File: src/hw/rtl/lbcr_pkg.sv
// Shared types and constants for the line-buffered console receive core.
package lbcr_pkg;

   localparam int BUFFER_DEPTH = 128;
   localparam int IDX_W = $clog2(BUFFER_DEPTH);
   localparam int CNT_W = $clog2(BUFFER_DEPTH + 1);

   localparam logic [IDX_W-1:0] LAST_IDX = IDX_W'(BUFFER_DEPTH - 1);
   localparam logic [CNT_W-1:0] FULL_CNT = CNT_W'(BUFFER_DEPTH);

   localparam int CHAR_W = 7;
   localparam logic [CHAR_W-1:0] CH_LF = 7'h0a;
   localparam logic [CHAR_W-1:0] CH_CR = 7'h0d;
   localparam logic [CHAR_W-1:0] CH_BS = 7'h08;
   localparam logic [CHAR_W-1:0] CH_DEL = 7'h7f;

   typedef enum logic [2:0] {
      OP_RX_BYTE   = 3'd0,
      OP_LINE_READ = 3'd1,
      OP_IMM_READ  = 3'd2,
      OP_RAW_READ  = 3'd3,
      OP_FLUSH     = 3'd4
   } op_type;

   typedef enum logic [1:0] {
      STS_NONE  = 2'd0,
      STS_EMPTY = 2'd1,
      STS_BYTE  = 2'd2
   } status_type;

   typedef struct packed {
      logic              wr_en;
      logic [IDX_W-1:0]  wr_addr;
      logic [CHAR_W-1:0] wr_data;
      logic              rd_en;
      logic [IDX_W-1:0]  rd_addr;
   } ram_req_type;

endpackage

File: src/hw/rtl/lbcr_char_ram.sv
// Character store: single-port write, registered read.
module lbcr_char_ram
   import lbcr_pkg::*;
(
   input  logic              clock,
   input  ram_req_type       ram_req,
   output logic [CHAR_W-1:0] rd_data
);

   logic [CHAR_W-1:0] mem [BUFFER_DEPTH];
   logic [CHAR_W-1:0] rd_data_ff;

   always_ff @(posedge clock) begin
      if (ram_req.wr_en) begin
         mem[ram_req.wr_addr] <= ram_req.wr_data;
      end
      if (ram_req.rd_en) begin
         rd_data_ff <= mem[ram_req.rd_addr];
      end
   end

   assign rd_data = rd_data_ff;

endmodule

File: src/hw/rtl/line_buffered_console_rx_core.sv
// Top level of the line-buffered console receive core.
// Usage:
//   req_ channel carries one operation per beat: tuser is the opcode
//   (receive byte, line read, immediate read, raw read, flush), tdata the
//   received byte and break flag. rsp_ channel returns exactly one beat per
//   request: tuser is the read status, tdata the popped byte, LF echo
//   request, line-pending flag, break count and fill level.
//   A beat that pops a byte from the store responds through the registered
//   RAM read and then ST_READ, which loads the response register and advances
//   the head pointer; every other beat's response is registered on acceptance.
//   Non-popping beats are taken one per cycle while rsp_tready is high; a popping
//   beat holds off requests in ST_READ. One request is in flight at a time.
//   The response register is held while rsp_tready is low; a new request is
//   accepted in the cycle the pending response is taken.
//   Reset: synchronous; empties the buffer, clears the line flag and the
//   break counter. Store contents are not cleared, no clearing pass.
module line_buffered_console_rx_core
   import lbcr_pkg::*;
(
   input  logic        clock,
   input  logic        reset,
   input  logic        req_tvalid,
   output logic        req_tready,
   input  logic [15:0] req_tdata,  // [6:0] rx_byte, [8] break_seen
   input  logic [2:0]  req_tuser,  // [2:0] op
   output logic        rsp_tvalid,
   input  logic        rsp_tready,
   output logic [39:0] rsp_tdata,  // [6:0] read_byte, [7] echo_lf, [8] line_pending,
                                   // [24:9] breaks_counted, [32:25] fill_level
   output logic [1:0]  rsp_tuser   // [1:0] read_status
);

   typedef enum logic {ST_IDLE, ST_READ} state_type;

   state_type         state_ff, state_in;
   logic [IDX_W-1:0]  head_ff, head_in;
   logic [IDX_W-1:0]  tail_ff, tail_in;
   logic [CNT_W-1:0]  count_ff, count_in;
   logic              line_ff, line_in;
   logic [15:0]       brk_ff, brk_in;
   logic              raw_ff, raw_in;
   logic              rsp_valid_ff, rsp_valid_in;
   status_type        status_ff, status_in;
   logic [CHAR_W-1:0] byte_ff, byte_in;
   logic              echo_ff, echo_in;

   ram_req_type       ram_req;
   logic [CHAR_W-1:0] rd_data;
   logic              accept;
   op_type            op;
   logic [CHAR_W-1:0] rx;
   logic [CNT_W+7:0]  count_ext;

   lbcr_char_ram u_ram (
      .clock   (clock),
      .ram_req (ram_req),
      .rd_data (rd_data)
   );

   assign req_tready = (state_ff == ST_IDLE) && (!rsp_valid_ff || rsp_tready);
   assign accept = req_tvalid && req_tready;
   assign op = op_type'(req_tuser);
   assign rx = req_tdata[6:0];

   function automatic logic [IDX_W-1:0] next_slot(input logic [IDX_W-1:0] i);
      return (i == LAST_IDX) ? '0 : i + 1'b1;
   endfunction

   function automatic logic [IDX_W-1:0] prev_slot(input logic [IDX_W-1:0] i);
      return (i == '0) ? LAST_IDX : i - 1'b1;
   endfunction

   always_comb begin
      state_in = state_ff;
      head_in = head_ff;
      tail_in = tail_ff;
      count_in = count_ff;
      line_in = line_ff;
      brk_in = brk_ff;
      raw_in = raw_ff;
      rsp_valid_in = rsp_valid_ff && !rsp_tready;
      status_in = status_ff;
      byte_in = byte_ff;
      echo_in = echo_ff;
      ram_req = '0;
      ram_req.wr_addr = tail_ff;
      ram_req.wr_data = rx;
      ram_req.rd_addr = head_ff;

      unique case (state_ff)
         ST_IDLE: begin
            if (accept) begin
               rsp_valid_in = 1'b1;
               status_in = STS_NONE;
               byte_in = '0;
               echo_in = 1'b0;
               raw_in = (op == OP_RAW_READ);
               unique case (op)
                  OP_RX_BYTE: begin
                     if (req_tdata[8]) begin
                        brk_in = brk_ff + 16'd1;
                     end
                     if (!line_ff && rx != CH_LF) begin
                        if (rx == CH_BS || rx == CH_DEL) begin
                           if (count_ff != '0) begin
                              tail_in = prev_slot(tail_ff);
                              count_in = count_ff - 1'b1;
                           end
                        end else begin
                           if (count_ff < FULL_CNT) begin
                              ram_req.wr_en = 1'b1;
                              tail_in = next_slot(tail_ff);
                              count_in = count_ff + 1'b1;
                           end
                           if (rx == CH_CR) begin
                              line_in = 1'b1;
                           end
                        end
                     end
                  end
                  OP_LINE_READ, OP_IMM_READ, OP_RAW_READ: begin
                     if (op == OP_LINE_READ && !line_ff) begin
                        status_in = STS_NONE;
                     end else if (count_ff == '0) begin
                        status_in = STS_EMPTY;
                        byte_in = (op == OP_LINE_READ) ? CH_CR : '0;
                        line_in = 1'b0;
                     end else begin
                        rsp_valid_in = 1'b0;
                        ram_req.rd_en = 1'b1;
                        state_in = ST_READ;
                     end
                  end
                  OP_FLUSH: begin
                     head_in = '0;
                     tail_in = '0;
                     count_in = '0;
                  end
                  default: begin
                  end
               endcase
            end
         end
         ST_READ: begin
            rsp_valid_in = 1'b1;
            status_in = STS_BYTE;
            byte_in = rd_data;
            echo_in = 1'b0;
            head_in = next_slot(head_ff);
            count_in = count_ff - 1'b1;
            if (!raw_ff && rd_data == CH_CR) begin
               line_in = 1'b0;
               echo_in = 1'b1;
            end
            state_in = ST_IDLE;
         end
         default: state_in = ST_IDLE;
      endcase
   end

   always_ff @(posedge clock) begin
      if (reset) begin
         state_ff <= ST_IDLE;
         head_ff <= '0;
         tail_ff <= '0;
         count_ff <= '0;
         line_ff <= 1'b0;
         brk_ff <= '0;
         rsp_valid_ff <= 1'b0;
      end else begin
         state_ff <= state_in;
         head_ff <= head_in;
         tail_ff <= tail_in;
         count_ff <= count_in;
         line_ff <= line_in;
         brk_ff <= brk_in;
         rsp_valid_ff <= rsp_valid_in;
      end
      raw_ff <= raw_in;
      status_ff <= status_in;
      byte_ff <= byte_in;
      echo_ff <= echo_in;
   end

   // line flag and counters are sampled live: they only change with a new beat
   assign count_ext = {8'd0, count_ff};
   assign rsp_tvalid = rsp_valid_ff;
   assign rsp_tuser = status_ff;
   assign rsp_tdata = {7'd0, count_ext[7:0], brk_ff, line_ff, echo_ff, byte_ff};

   a_no_accept_in_read: assert property (@(posedge clock) disable iff (reset)
      (state_ff == ST_READ) |-> !req_tready)
      else $error("request accepted during store read");

   a_count_bound: assert property (@(posedge clock) disable iff (reset)
      count_ff <= FULL_CNT)
      else $error("fill count beyond buffer depth");

   a_read_responds: assert property (@(posedge clock) disable iff (reset)
      (state_ff == ST_READ) |=> rsp_valid_ff && status_ff == STS_BYTE)
      else $error("store read produced no byte response");

   a_empty_ptrs: assert property (@(posedge clock) disable iff (reset)
      (count_ff == '0) |-> (head_ff == tail_ff))
      else $error("empty buffer with unequal pointers");

   a_read_not_empty: assert property (@(posedge clock) disable iff (reset)
      (state_ff == ST_READ) |-> (count_ff != '0))
      else $error("pop from empty buffer");

endmodule
File: config.mk
export PLATFORM = sky130hd
export DESIGN_NAME = line_buffered_console_rx_core
export DESIGN_NICKNAME = d
export VERILOG_FILES = /design/src/hw/rtl/lbcr_pkg.sv /design/src/hw/rtl/lbcr_char_ram.sv /design/src/hw/rtl/line_buffered_console_rx_core.sv
export SDC_FILE = /design/constraint.sdc
export NUM_CORES = 1
export LEC_CHECK = 0
export BUFFER_PORTS_ARGS = -buffer_cell sky130_fd_sc_hd__buf_2
export CAP_MARGIN = 40
export CORE_ASPECT_RATIO = 0.75
export CORE_MARGIN = 2
export CORE_UTILIZATION = 56
export CTS_CLUSTER_SIZE = 20
export DETAILED_ROUTE_END_ITERATION = 7
export PLACE_DENSITY = 0.75
export REMOVE_ABC_BUFFERS = 1
export SETUP_SLACK_MARGIN = 0.02
export SYNTH_ARGS = -nofsm -noshare
export SYNTH_HDL_FRONTEND = slang
export SYNTH_HIERARCHICAL = 1
export SYNTH_SLANG_ARGS = --single-unit
export TNS_END_PERCENT = 10
File: constraint.sdc
create_clock -name clock -period 3.25 [get_ports clock]
set_input_delay 0.325 -clock clock [delete_from_list [all_inputs] [get_ports clock]]
set_output_delay 0.325 -clock clock [all_outputs]
set_load 0.03 [all_outputs]
# Word level (Yosys, flattened, before mapping)
# Memory sizes are Yosys's and may differ from the RTL's. A register that Yosys moved wholly into a read port is not among the register bits.
# Index checks and enable logic that the tools add are counted.
# classes
addsub,6
magnitude_cmp,1
eq_ne,26
mux,60
bitwise,1
n_reduce_logical,24
# op_table
operator,n
$mux W7,10
$pmux W7 S2,3
$mux W8,5
$pmux W8 S2,2
$mux W1,29
$eq A7 B4 Y1 const B,3
$eq A7 B7 Y1 const B,3
$ne A3 B3 Y1 const B,7
$add A16 B1 Y16 const B,1
$mux W4,4
$add A7 B1 Y7 const B,2
$pmux W1 S2,5
$add A8 B1 Y8 const B,1
$logic_not A8 Y1,1
$lt A8 B8 Y1 const B,1
$ne A4 B4 Y1 const B,2
$reduce_and A8 Y1,1
$reduce_bool A8 Y1,1
$sub A8 B1 Y8 const B,1
$logic_not A7 Y1,1
$ne A7 B4 Y1 const B,1
$sub A7 B1 Y7 const B,1
$eq A3 B2 Y1 const B,2
$logic_and A1 B1 Y1,6
other kinds (17),25
# word_totals
regBits,52
ram_bits,896
in_bits,23
out_inout_bits,44
word_cells,130
mem_count,1
# memory_table
name,words,word_bits,read_ports,rd_clocked_by_memory_dff,write_ports,line_no,rtl
u_ram.mem,128,7,1,1,1,lbcr_char_ram.sv:10,logic [CHAR_W-1:0] mem [BUFFER_DEPTH];

# Depth between registers and ports, before layout
# Gate-level depths: netlist (run 1).
# depth
word_depth,9
mapped_depth,9

# Cells and area by module
# The synthesis (run 1) kept the hierarchy.
# modules_own_cells
mod,instances,cells_per_inst,area_per_inst_um2
lbcr_char_ram,1,1453,34877.2
line_buffered_console_rx_core,1,379,3124.2

# Worst setup path after synthesis (run 1)
# Ideal clock, no wire load.
# synth_path
kind,flip-flop to flip-flop
from,register head_ff[0]
to,"register u_ram.rd_data_ff[0], in the netlist u_ram/rd_data[0], read port of u_ram.mem (data pin)"
setup_time_ps,260
arrival_time_ps,2776
required_time_ps,2990
path_slack_ps,214
stages_incl_launch_ff,7
path_buffers,2
path_cell_list,dfxtp_1 buf_2 clkbuf_1 mux4_2 mux4_2 mux4_2 mux2_2
# synth_lines
element,line_no,rtl
start: declaration,line_buffered_console_rx_core.sv:36,"logic [IDX_W-1:0] head_ff, head_in;"
start signal: assignment,line_buffered_console_rx_core.sv:172,head_ff <= head_in;
end: declaration,lbcr_char_ram.sv:11,logic [CHAR_W-1:0] rd_data_ff;

==> flow_metrics.py, run 1 <==
metrics = {
    "detailed_routing": {
        "drtPass1Iterations": 5,
        "wl_per_cell_um": 28.6,
        "wl_mm": 83.7,
        "antenna_left": 0,
        "vias": 19000,
        "drt-initial-drc-count": 2686,
        "drc_errors": 0,
        "viasPerCell": 6.51,
    },
    "synthesis": {
        "synth_edf_count": 914,
        "synth_top_cell_area_share_pct": 72.2,
        "async_reset_ff_share_pct": 0,
        "yosys_most_used_dff": "edfxtp_1",
        "netlist_top_cells_area": "edfxtp_1 (72%), mux4_2 (17%), dfxtp_1 (2.2%)",
        "syn_inst": 1832,
        "ys_seq_area_share_pct": 74.4,
        "yosysTopAreaCell": "edfxtp_1",
        "synth_cell_type_count": 66,
        "ys_warn_count": 6,
        "synth.avg_cell_area_um2": 20.7,
        "syn_area_mm2": 0.0380,
        "ys_ff_latch": 955,
    },
    "final_layout": {
        "layout_commonest_cell": "edfxtp_1",
        "final_cells": 2925,
        "final_cell_mix": "edfxtp_1 (914), mux4_2 (294), nor2_1 (114), clkbuf_16 (87), buf_4 (71)",
        "nets": 2006,
        "n_antenna_cell": 0,
        "layout-drive-gt1-share_pct": 31.5,
        "area_growth_pct": 12.8,
        "num-fill-cells": 4342,
    },
    "status": {
        "status": "complete, no violations",
    },
    "setup_path": {
        "cp_max_fo": 7,
        "cp-start-kind": "register",
        "crit_type": "register to register",
        "crit_required_ns": 3.53,
        "cp_data_arrival_time_ns": 3.43,
        "crit_path_end_kind": "register",
    },
    "sta": {
        "max_freq_mhz": 318,
        "slew_viol_final": 0,
        "fin_crit_sh_pct": 96.8,
        "rsz0062_at_grt": "yes",
        "setup_viol": 0,
        "relSlewSlack_pct": 35.8,
        "period_minus_slack_ns": 3.15,
        "hold_viol": 0,
        "final.setup_skew_ns": 0.0184,
        "tightest_slew_ns": 0.963,
    },
    "clock_tree": {
        "clk_path_buf_depth": 3,
        "cts_root_buf": "clkbuf_16",
        "path_clk_slew_ns": 0.06,
        "cts_tree": "yes",
        "cts.sinks": 955,
        "clkLatencyLatePin_ns": 0.66,
        "htreeDepth": 3,
        "cts_made_buffers": 87,
        "cts_setup_buffers": 0,
    },
    "global_route": {
        "grt_pass1_vias": 18800,
        "grt_max_degree": 92,
        "grt_pass1_wl_mm": 125,
        "antenna_found_initial": 6,
        "grt_overflow": 0,
        "grt_use_total_pct": 24.4,
    },
    "die": {
        "die_h_um": 230,
        "design.die.area_mm2": 0.0700,
        "ios": 67,
        "die_w_um": 305,
        "initial_core_util_pct": 56.7,
        "core-area_mm2": 0.0670,
        "placementRows": 82,
    },
    "power": {
        "leakagePower_nw": 13.0,
        "ir_worst_vdd_v": 0.000459,
        "power_density_mw_per_mm2": 555,
        "power_mw": 23.8,
    },
    "worst_hold_path": {
        "min_path_type": "input port to register",
    },
    "run": {
        "cap_violations": 0,
    },
    "placement": {
        "place_congestion": 0.856,
        "hpwl_mm": 53.1,
        "numPortBuffers": 51,
        "dp_cells": 2763,
    },
}
-- final timing paths --
check	slack [ns]	cells after the start	from	to
worst min register to register	0.49	2	brk_ff[1]	brk_ff[1]
worst max register to register	0.10	10	rsp_tvalid	u_ram/mem[39][3]
worst max-delay path	0.10	10	rsp_tvalid	u_ram/mem[39][3]
worst min-delay path	0.03	1	req_tdata[1]	u_ram/mem[66][1]
-- routing by layer --
layer  vias to the layer above  wire [um]  GRT usage, %  part of all wire, %
met5                         -          0             0                    0
li1                       7857          -             -                    -
met2                      1020      38300          35.8                   46
met4                         0       1510          6.05                  1.8
met1                     10100      34500          37.2                   41
met3                       117       9440          6.28                   11
-- metrics by stage --
step / worst slack (ns) / TNS, ns / util [%] / instance area (um2) / hold WS (ns)
global route: 0.00513 / 0 / 64.0 / 42900 / 0.0396
global placement: -0.416 / -218.06 / 59.7 / 40000 / 0.473
finish: 0.104 / 0 / 64.0 / 42900 / 0.0344
detailed placement: -0.379 / -191.09 / 59.8 / 40100 / 0.483
CTS: -0.00165 / -0.00868 / 63.9 / 42800 / 0.00711
floorplan: -8.22 / -109.76 / - / 37500 / 0.394
-- report_power, final --
part	leakage, nW	switching, mW	internal, mW
logic	3.16	0.445	0.229
registers	8.56	0.0249	13.5
clock network	1.29	4.43	5.19
total	13.0	4.90	18.9
-- area by class of cell --
cell class	count	area (um2)	share of cell area, %
Sequential cell	955	28300	66.0
Multi-Input combinational cell	760	9310	21.7
Clock buffer	102	2230	5.21
Timing Repair Buffer	154	1480	3.46
Tap cell	882	1100	2.57
Clock inverter	55	395	0.922
Inverter	17	63.8	0.149
-- cell usage after synthesis (3+ instances only) --
| master | instances |
|---|---|
| edfxtp_1 | 914 |
| mux4_2 | 294 |
| nor2_1 | 161 |
| clkbuf_1 | 62 |
| dfxtp_1 | 41 |
| nand2_1 | 38 |
| nand3_1 | 37 |
| nor3_1 | 27 |
| a21oi_1 | 25 |
| buf_4 | 24 |
| inv_1 | 17 |
| xnor2_1 | 17 |
| o21ai_0 | 15 |
| buf_1 | 14 |
| nor2b_1 | 11 |
| or3_1 | 11 |
| a21o_1 | 8 |
| ha_1 | 8 |
| nor4_1 | 8 |
| and3_1 | 7 |
| mux2_2 | 7 |
| nand4_1 | 7 |
| and2_1 | 6 |
| a221oi_1 | 5 |
| buf_2 | 5 |
| nand2b_1 | 4 |
| xor2_1 | 4 |
| a211o_1 | 3 |
| a31oi_1 | 3 |
| and4_1 | 3 |
| nand3b_1 | 3 |
-- logic make-up after synthesis --
logic type      after synthesis  share of synthesized area (%)
flops                       955                           74.4
simple gates                339                           4.24
mux                         303                           17.7
buf+inv                     123                           1.49
compound gates               82                           1.45
xor+xnor                     21                          0.484
fa+ha+maj                     8                          0.263
other cells                   1                        0.00987
-- critical path, cell delays in order (launching register included) --
cell and delay, ns:
dfxtp_1 0.31, nor2b_1 0.18, nor4_4 0.31, nand2_2 0.10, nor3_2 0.44, buf_4 0.20, buf_4 0.14, nand4_1 0.15
buf_4 0.25, buf_12 0.14, nor2_1 0.53
-- sequential cells by signal, indices dropped and copies added (netlist names) --
signal and count:
u_ram/mem 896, line_ff 1, state_ff 1, echo_ff 1
tail_ff 7, u_ram/rd_data 7, rsp_tvalid 1, count_ff 8
rsp_tuser 2, head_ff 7, raw_ff 1, byte_ff 7
brk_ff 16
-- timing repair --
action,CTS,global route
endpoints found under the hold margin,7,0
gates resized for setup,29,19
setup endpoints to repair,215,594
hold buffers,3,0
Note: power is estimated with default switching activity, not from simulation.
==> run 2: changes to the inputs <==
Settings changed: CORE_MARGIN 2 to not set, CTS_BUF_LIST set to sky130_fd_sc_hd__clkbuf_8 sky130_fd_sc_hd__clkbuf_16, CTS_CLUSTER_DIAMETER set to 150.
==> run 2 against run 1 <==
Final cell count grew 1.1%. Combinational power is essentially flat. Clock power shrank 30%. Register-to-register slack gained 0.04 ns. Utilization shrank 0.83 points. Largest cell class unchanged. Critical path type unchanged. Die area shrank 1.5%. Power shrank 12%. Largest power group unchanged. Fmax grew 1.4%. Setup slack gained 0.043 ns. First-iteration DRC count grew 4.8%.
==> flow_metrics.py, run 2 (synthesis results as in run 1) <==
metrics = {
    "worst_hold_path": {
        "min_path_type": "input port to register",
        "holdPathStages": 1,
        "holdPathEnd": "u_ram/mem[77][2]",
        "hold_start": "req_tdata[2]",
    },
    "die": {
        "die_h_um": 228,
        "die_w_um": 303,
        "placementRows": 82,
        "core-area_mm2": 0.0670,
        "ios": 67,
        "initial_core_util_pct": 56.7,
        "design.die.area_mm2": 0.0689,
    },
    "placement": {
        "place_congestion": 0.907,
        "place_area_mm2": 0.0408,
        "numPortBuffers": 51,
        "hpwl_mm": 54.9,
    },
    "setup_path": {
        "cp_data_arrival_time_ns": 3.50,
        "cp_max_fo": 15,
        "crit_path_cell_trace": "buf_12 > buf_12 > mux4_2 > mux4_2 > mux4_2 > mux2_2",
        "crit_required_ns": 3.64,
        "rr_worst_depth": 6,
        "slowest_delay_ns": 0.58,
        "crit_type": "register to register",
        "cp-start-kind": "register",
        "path_delay_family": "multiplexers",
        "r2r-start": "head_ff[0]",
        "r2r_end": "u_ram/rd_data[6]",
        "crit_slowest_cell": "mux4_2",
        "path_buf_inv": 2,
        "r2r_slack_ns": 0.15,
        "crit_path_end_kind": "register",
        "crit_top_cell": "mux4_2",
    },
    "clock_tree": {
        "cts_tree": "yes",
        "path_clk_slew_ns": 0.09,
        "clkLatencyLatePin_ns": 0.65,
        "clk_path_buf_depth": 3,
        "cts_made_buffers": 53,
        "cts_setup_buffers": 0,
        "htreeDepth": 2,
        "cts.sinks": 955,
        "cts_root_buf": "clkbuf_16",
    },
    "detailed_routing": {
        "vias": 19200,
        "antenna_left": 0,
        "viasPerCell": 6.50,
        "drt-initial-drc-count": 2815,
        "drtPass1Iterations": 6,
        "wl_per_cell_um": 28.7,
        "wl_mm": 85.0,
        "drc_errors": 0,
    },
    "global_route": {
        "grt_use_total_pct": 25.3,
        "grt_pass1_wl_mm": 125,
        "grt_pass1_vias": 18600,
        "grt_max_degree": 90,
        "grt_overflow": 0,
        "use_met2_pct": 36.6,
        "gr-usage-met3_pct": 5.54,
        "grt_use_met1_pct": 40.2,
        "antenna_found_initial": 1,
        "busiest_layer": "met1",
    },
    "sta": {
        "setup_viol": 0,
        "slew_viol_final": 0,
        "tightest_slew_ns": 0.946,
        "max_freq_mhz": 322,
        "relSlewSlack_pct": 36.7,
        "final.setup_skew_ns": 0.0245,
        "period_minus_slack_ns": 3.10,
        "rsz0062_at_grt": "no",
        "hold_viol": 0,
        "tns_ns": 0,
        "fin_crit_sh_pct": 95.5,
    },
    "run": {
        "cap_violations": 0,
    },
    "final_layout": {
        "regMostFlops": "u_ram/mem",
        "reg_top3": "u_ram/mem (896), brk_ff (16), count_ff (8)",
        "area_growth_pct": 11.4,
        "largest_reg_flops": 896,
        "nets": 2084,
        "design_area_mm2": 0.0423,
        "final_cell_mix": "edfxtp_1 (914), mux4_2 (294), buf_4 (193), nor2_1 (161), clkbuf_16 (53)",
        "layout-drive-gt1-share_pct": 31.0,
        "n_antenna_cell": 0,
        "num-fill-cells": 4416,
        "layout_commonest_cell": "edfxtp_1",
    },
    "status": {
        "status": "complete, no violations",
    },
    "power": {
        "ir_worst_vdd_v": 0.000417,
        "power_density_mw_per_mm2": 493,
        "power_mw": 20.9,
        "leakagePower_nw": 13.1,
    },
}
==> run 2: changes by cell type in the layout (fill, tap and decap cells not counted), moves of 2 or more <==
cell | previous run | this run
inv_6 | 4 | 2
clkinvlp_4 | 4 | 1
clkinv_2 | 21 | 0
bufinv_16 | 3 | 0
clkbuf_1 | 15 | 0
clkinv_8 | 2 | 0
buf_12 | 31 | 23
nor2_1 | 114 | 161
clkinv_1 | 19 | 0
buf_4 | 71 | 193
clkbuf_16 | 87 | 53
nor2_2 | 47 | 0
inv_1 | 17 | 37
==> run 2: worst max-delay path by stage <==
stage | startpoint | to | slack, ns | cells after the start
floorplan | head_ff[0] | head_ff[0] | -8.22 | 7
global placement | req_tuser[1] | u_ram/mem[126][5] | 0.07 | 11
detailed placement | req_tuser[1] | u_ram/mem[4][1] | -0.02 | 11
CTS | req_tdata[3] | u_ram/mem[4][2] | 0.11 | 12
global route | req_tvalid | u_ram/mem[54][2] | 0.04 | 12
finish | head_ff[0] | u_ram/rd_data[6] | 0.15 | 6
==> run 2: worst reg2reg max path, cell delays in order, from the launching register on <==
cell	delay (ns)
dfxtp_4	0.52
buf_12	0.20
buf_12	0.18
mux4_2	0.55
mux4_2	0.58
mux4_2	0.53
mux2_2	0.28
==> run 2: stage by stage <==
stage | cells | setup WS, ns | utilization [%] | hold WS, ns
floorplan | 1732 | -8.22 | - | 0.394
global placement | 2874 | 0.0658 | 60.9 | 0.483
detailed placement | 2876 | -0.0151 | 60.9 | 0.489
CTS | 2956 | 0.108 | 63.1 | 0.0509
global route | 2957 | 0.0397 | 63.2 | 0.0559
finish | 2957 | 0.146 | 63.2 | 0.0676
==> run 2: where the power goes <==
group          internal, mW  switching (mW)  total, mW  leakage, nW
clock                  2.95            3.75       6.70        0.779
combinational         0.223           0.447      0.670         3.75
sequential             13.5          0.0281       13.5         8.56
total                  16.6            4.23       20.9         13.1
==> run 2: area by class of cell <==
| class | instances | area [um2] | share of cell area (%) |
|---|---|---|---|
| Clock buffer | 53 | 1330 | 3.13 |
| Clock inverter | 24 | 120 | 0.284 |
| Inverter | 17 | 63.8 | 0.151 |
| Multi-Input combinational cell | 760 | 9200 | 21.7 |
| Sequential cell | 955 | 28300 | 66.8 |
| Tap cell | 882 | 1100 | 2.61 |
| Timing Repair Buffer | 266 | 2220 | 5.25 |
==> run 2: layer usage <==
layer	up-vias	share of wire (%)
met5	-	0
met4	0	1.7
met3	111	12
met2	1088	45
met1	10100	42
li1	7951	-
==> run 2: timing repair <==
action | CTS | global route
endpoints found under the hold margin | 3 | 0
gates resized for setup | 0 | 2
hold buffers | 3 | 0
endpoints found under the setup margin | 0 | 240
==> run 3: changes to the inputs <==
==> constraint.sdc (replaced) <==
create_clock -name clock -period 3.25 [get_ports clock]
set_input_delay 0.4875 -clock clock [delete_from_list [all_inputs] [get_ports clock]]
set_output_delay 0.4875 -clock clock [all_outputs]
set_load 0.03 [all_outputs]
==> run 3 against run 2 <==
Combinational power up 0.9%. Fmax down 1.2%. Register-to-register slack worse by 0.04 ns. Non-clock buffer count down 100. Final cell count down 3.3%. Clock power about the same. Routed wire length down 0.85%. Global-route usage down 0.45 points. Flip-flop and latch count unchanged. Via count down 0.86%. Utilization down 1.2 points.
==> flow_metrics.py, run 3 (synthesis results as in run 1) <==
metrics = {
    "status": {
        "status": "complete, no violations",
    },
    "setup_path": {
        "crit_path_cell_trace": "nor2b_1 > nor4_4 > nand2_2 > nor3_1 > buf_4 > buf_4 > nand3_1 > buf_4 > nor2_1",
        "slowest_delay_ns": 0.59,
        "path_buf_inv": 3,
        "crit_required_ns": 3.51,
        "r2r_slack_ns": 0.11,
        "cp_data_arrival_time_ns": 3.41,
        "crit_path_end_kind": "register",
        "rr_worst_depth": 9,
        "path_delay_family": "simple AND/OR/NAND/NOR gates",
        "crit_top_cell": "buf_4",
        "cp_max_fo": 7,
        "path_depth": 9,
        "crit_type": "register to register",
        "cp-start-kind": "register",
        "crit_slowest_cell": "nor2_1",
    },
    "run": {
        "cap_violations": 0,
    },
    "die": {
        "die_h_um": 228,
        "core-area_mm2": 0.0670,
        "die_w_um": 303,
        "initial_core_util_pct": 56.7,
        "placementRows": 82,
        "design.die.area_mm2": 0.0689,
        "ios": 67,
    },
    "worst_hold_path": {
        "min_path_type": "input port to register",
        "holdPathStages": 3,
    },
    "clock_tree": {
        "cts_tree": "yes",
        "cts_setup_buffers": 0,
        "cts_root_buf": "clkbuf_16",
        "clk_path_buf_depth": 3,
        "cts_made_buffers": 53,
        "path_clk_slew_ns": 0.09,
        "cts.sinks": 955,
        "htreeDepth": 2,
        "clkLatencyLatePin_ns": 0.64,
    },
    "sta": {
        "tightest_slew_ns": 0.978,
        "period_minus_slack_ns": 3.14,
        "rsz0062_at_grt": "no",
        "hold_slack_ns": 0.105,
        "slew_viol_final": 0,
        "setup_viol": 0,
        "hold_viol": 0,
        "fin_crit_sh_pct": 96.7,
        "max_freq_mhz": 318,
        "relSlewSlack_pct": 34.8,
        "final.setup_skew_ns": 0.0308,
    },
    "detailed_routing": {
        "viasPerCell": 6.67,
        "wl_mm": 84.3,
        "drc_errors": 0,
        "wl_per_cell_um": 29.5,
        "vias": 19100,
        "antenna_left": 0,
        "drtPass1Iterations": 6,
        "drt-initial-drc-count": 2937,
    },
    "final_layout": {
        "nets": 1984,
        "final_cells": 2858,
        "area_growth_pct": 9.30,
        "layout-drive-gt1-share_pct": 28.1,
        "final_cell_mix": "edfxtp_1 (914), mux4_2 (294), nor2_1 (151), buf_4 (98), clkbuf_16 (53)",
        "layout_commonest_cell": "edfxtp_1",
        "design_area_mm2": 0.0415,
        "largest_reg_flops": 896,
        "reg_top3": "u_ram/mem (896), brk_ff (16), count_ff (8)",
        "regMostFlops": "u_ram/mem",
    },
    "global_route": {
        "grt_overflow": 0,
        "grt_max_degree": 88,
        "grt_pass1_vias": 18200,
        "grt_pass1_wl_mm": 122,
        "grt_use_total_pct": 24.9,
        "antenna_found_initial": 5,
    },
    "placement": {
        "place_congestion": 0.909,
        "hpwl_mm": 54.3,
        "numPortBuffers": 51,
        "dp_cells": 2780,
        "place_area_mm2": 0.0401,
    },
    "power": {
        "power_mw": 20.8,
        "leakagePower_nw": 12.5,
        "ir_worst_vdd_v": 0.000522,
        "power_density_mw_per_mm2": 502,
    },
}
==> run 3: path summary, 6_finish.rpt <==
| check | startpoint | end |
|---|---|---|
| min reg2reg | brk_ff[6] | brk_ff[6] |
| min | req_tvalid | rsp_tvalid |
| max reg2reg | rsp_tvalid | u_ram/mem[33][2] |
| max | rsp_tvalid | u_ram/mem[33][2] |
==> run 3: cell type report <==
type	instances	area, um2
sequential	955	28300
tap	882	1100
timing repair buffer	166	1420
clock inverter	24	124
inverter	17	63.8
clock buffer	53	1330
multi-input combinational	760	9220
antenna	1	2.50
fill	4519	25500
==> run 3: power breakdown <==
part	switching (mW)	internal [mW]
Clock	3.72	2.95
Combinational	0.453	0.223
Sequential	0.0223	13.5
Total	4.20	16.6
==> run 3: per-layer routing <==
layer | global-route usage, % | wire [um] | up-vias
li1 | - | - | 7761
met1 | 39.0 | 35000 | 10000
met2 | 35.5 | 37300 | 1165
met3 | 6.36 | 10300 | 133
met4 | 5.56 | 1700 | 2
met5 | 0 | 19 | -
==> run 3: tightest hold or removal path: cells and delay by family <==
kind / cells / cell delay [ns]
compound gates: 1 / 0.06
simple gates: 1 / 0.05
buf+inv: 1 / 0.11
==> run 3: what timing repair did <==
item                                   in CTS  in global routing
hold buffers                                0                  0
endpoints found under the hold margin       0                  0
gates resized for setup                     0                 10
setup endpoints to repair                   0                 61
==> run 3: per-stage QoR <==
step           utilization, %  setup slack (ns)  setup TNS (ns)
2_1_floorplan               -             -8.22         -109.76
3_5_place_dp             59.8            -0.250         -104.71
4_1_cts                  62.0             0.129               0
3_3_place_gp             59.7            -0.231         -101.43
5_1_grt                  62.0            0.0176               0
6_report                 62.0             0.107               0
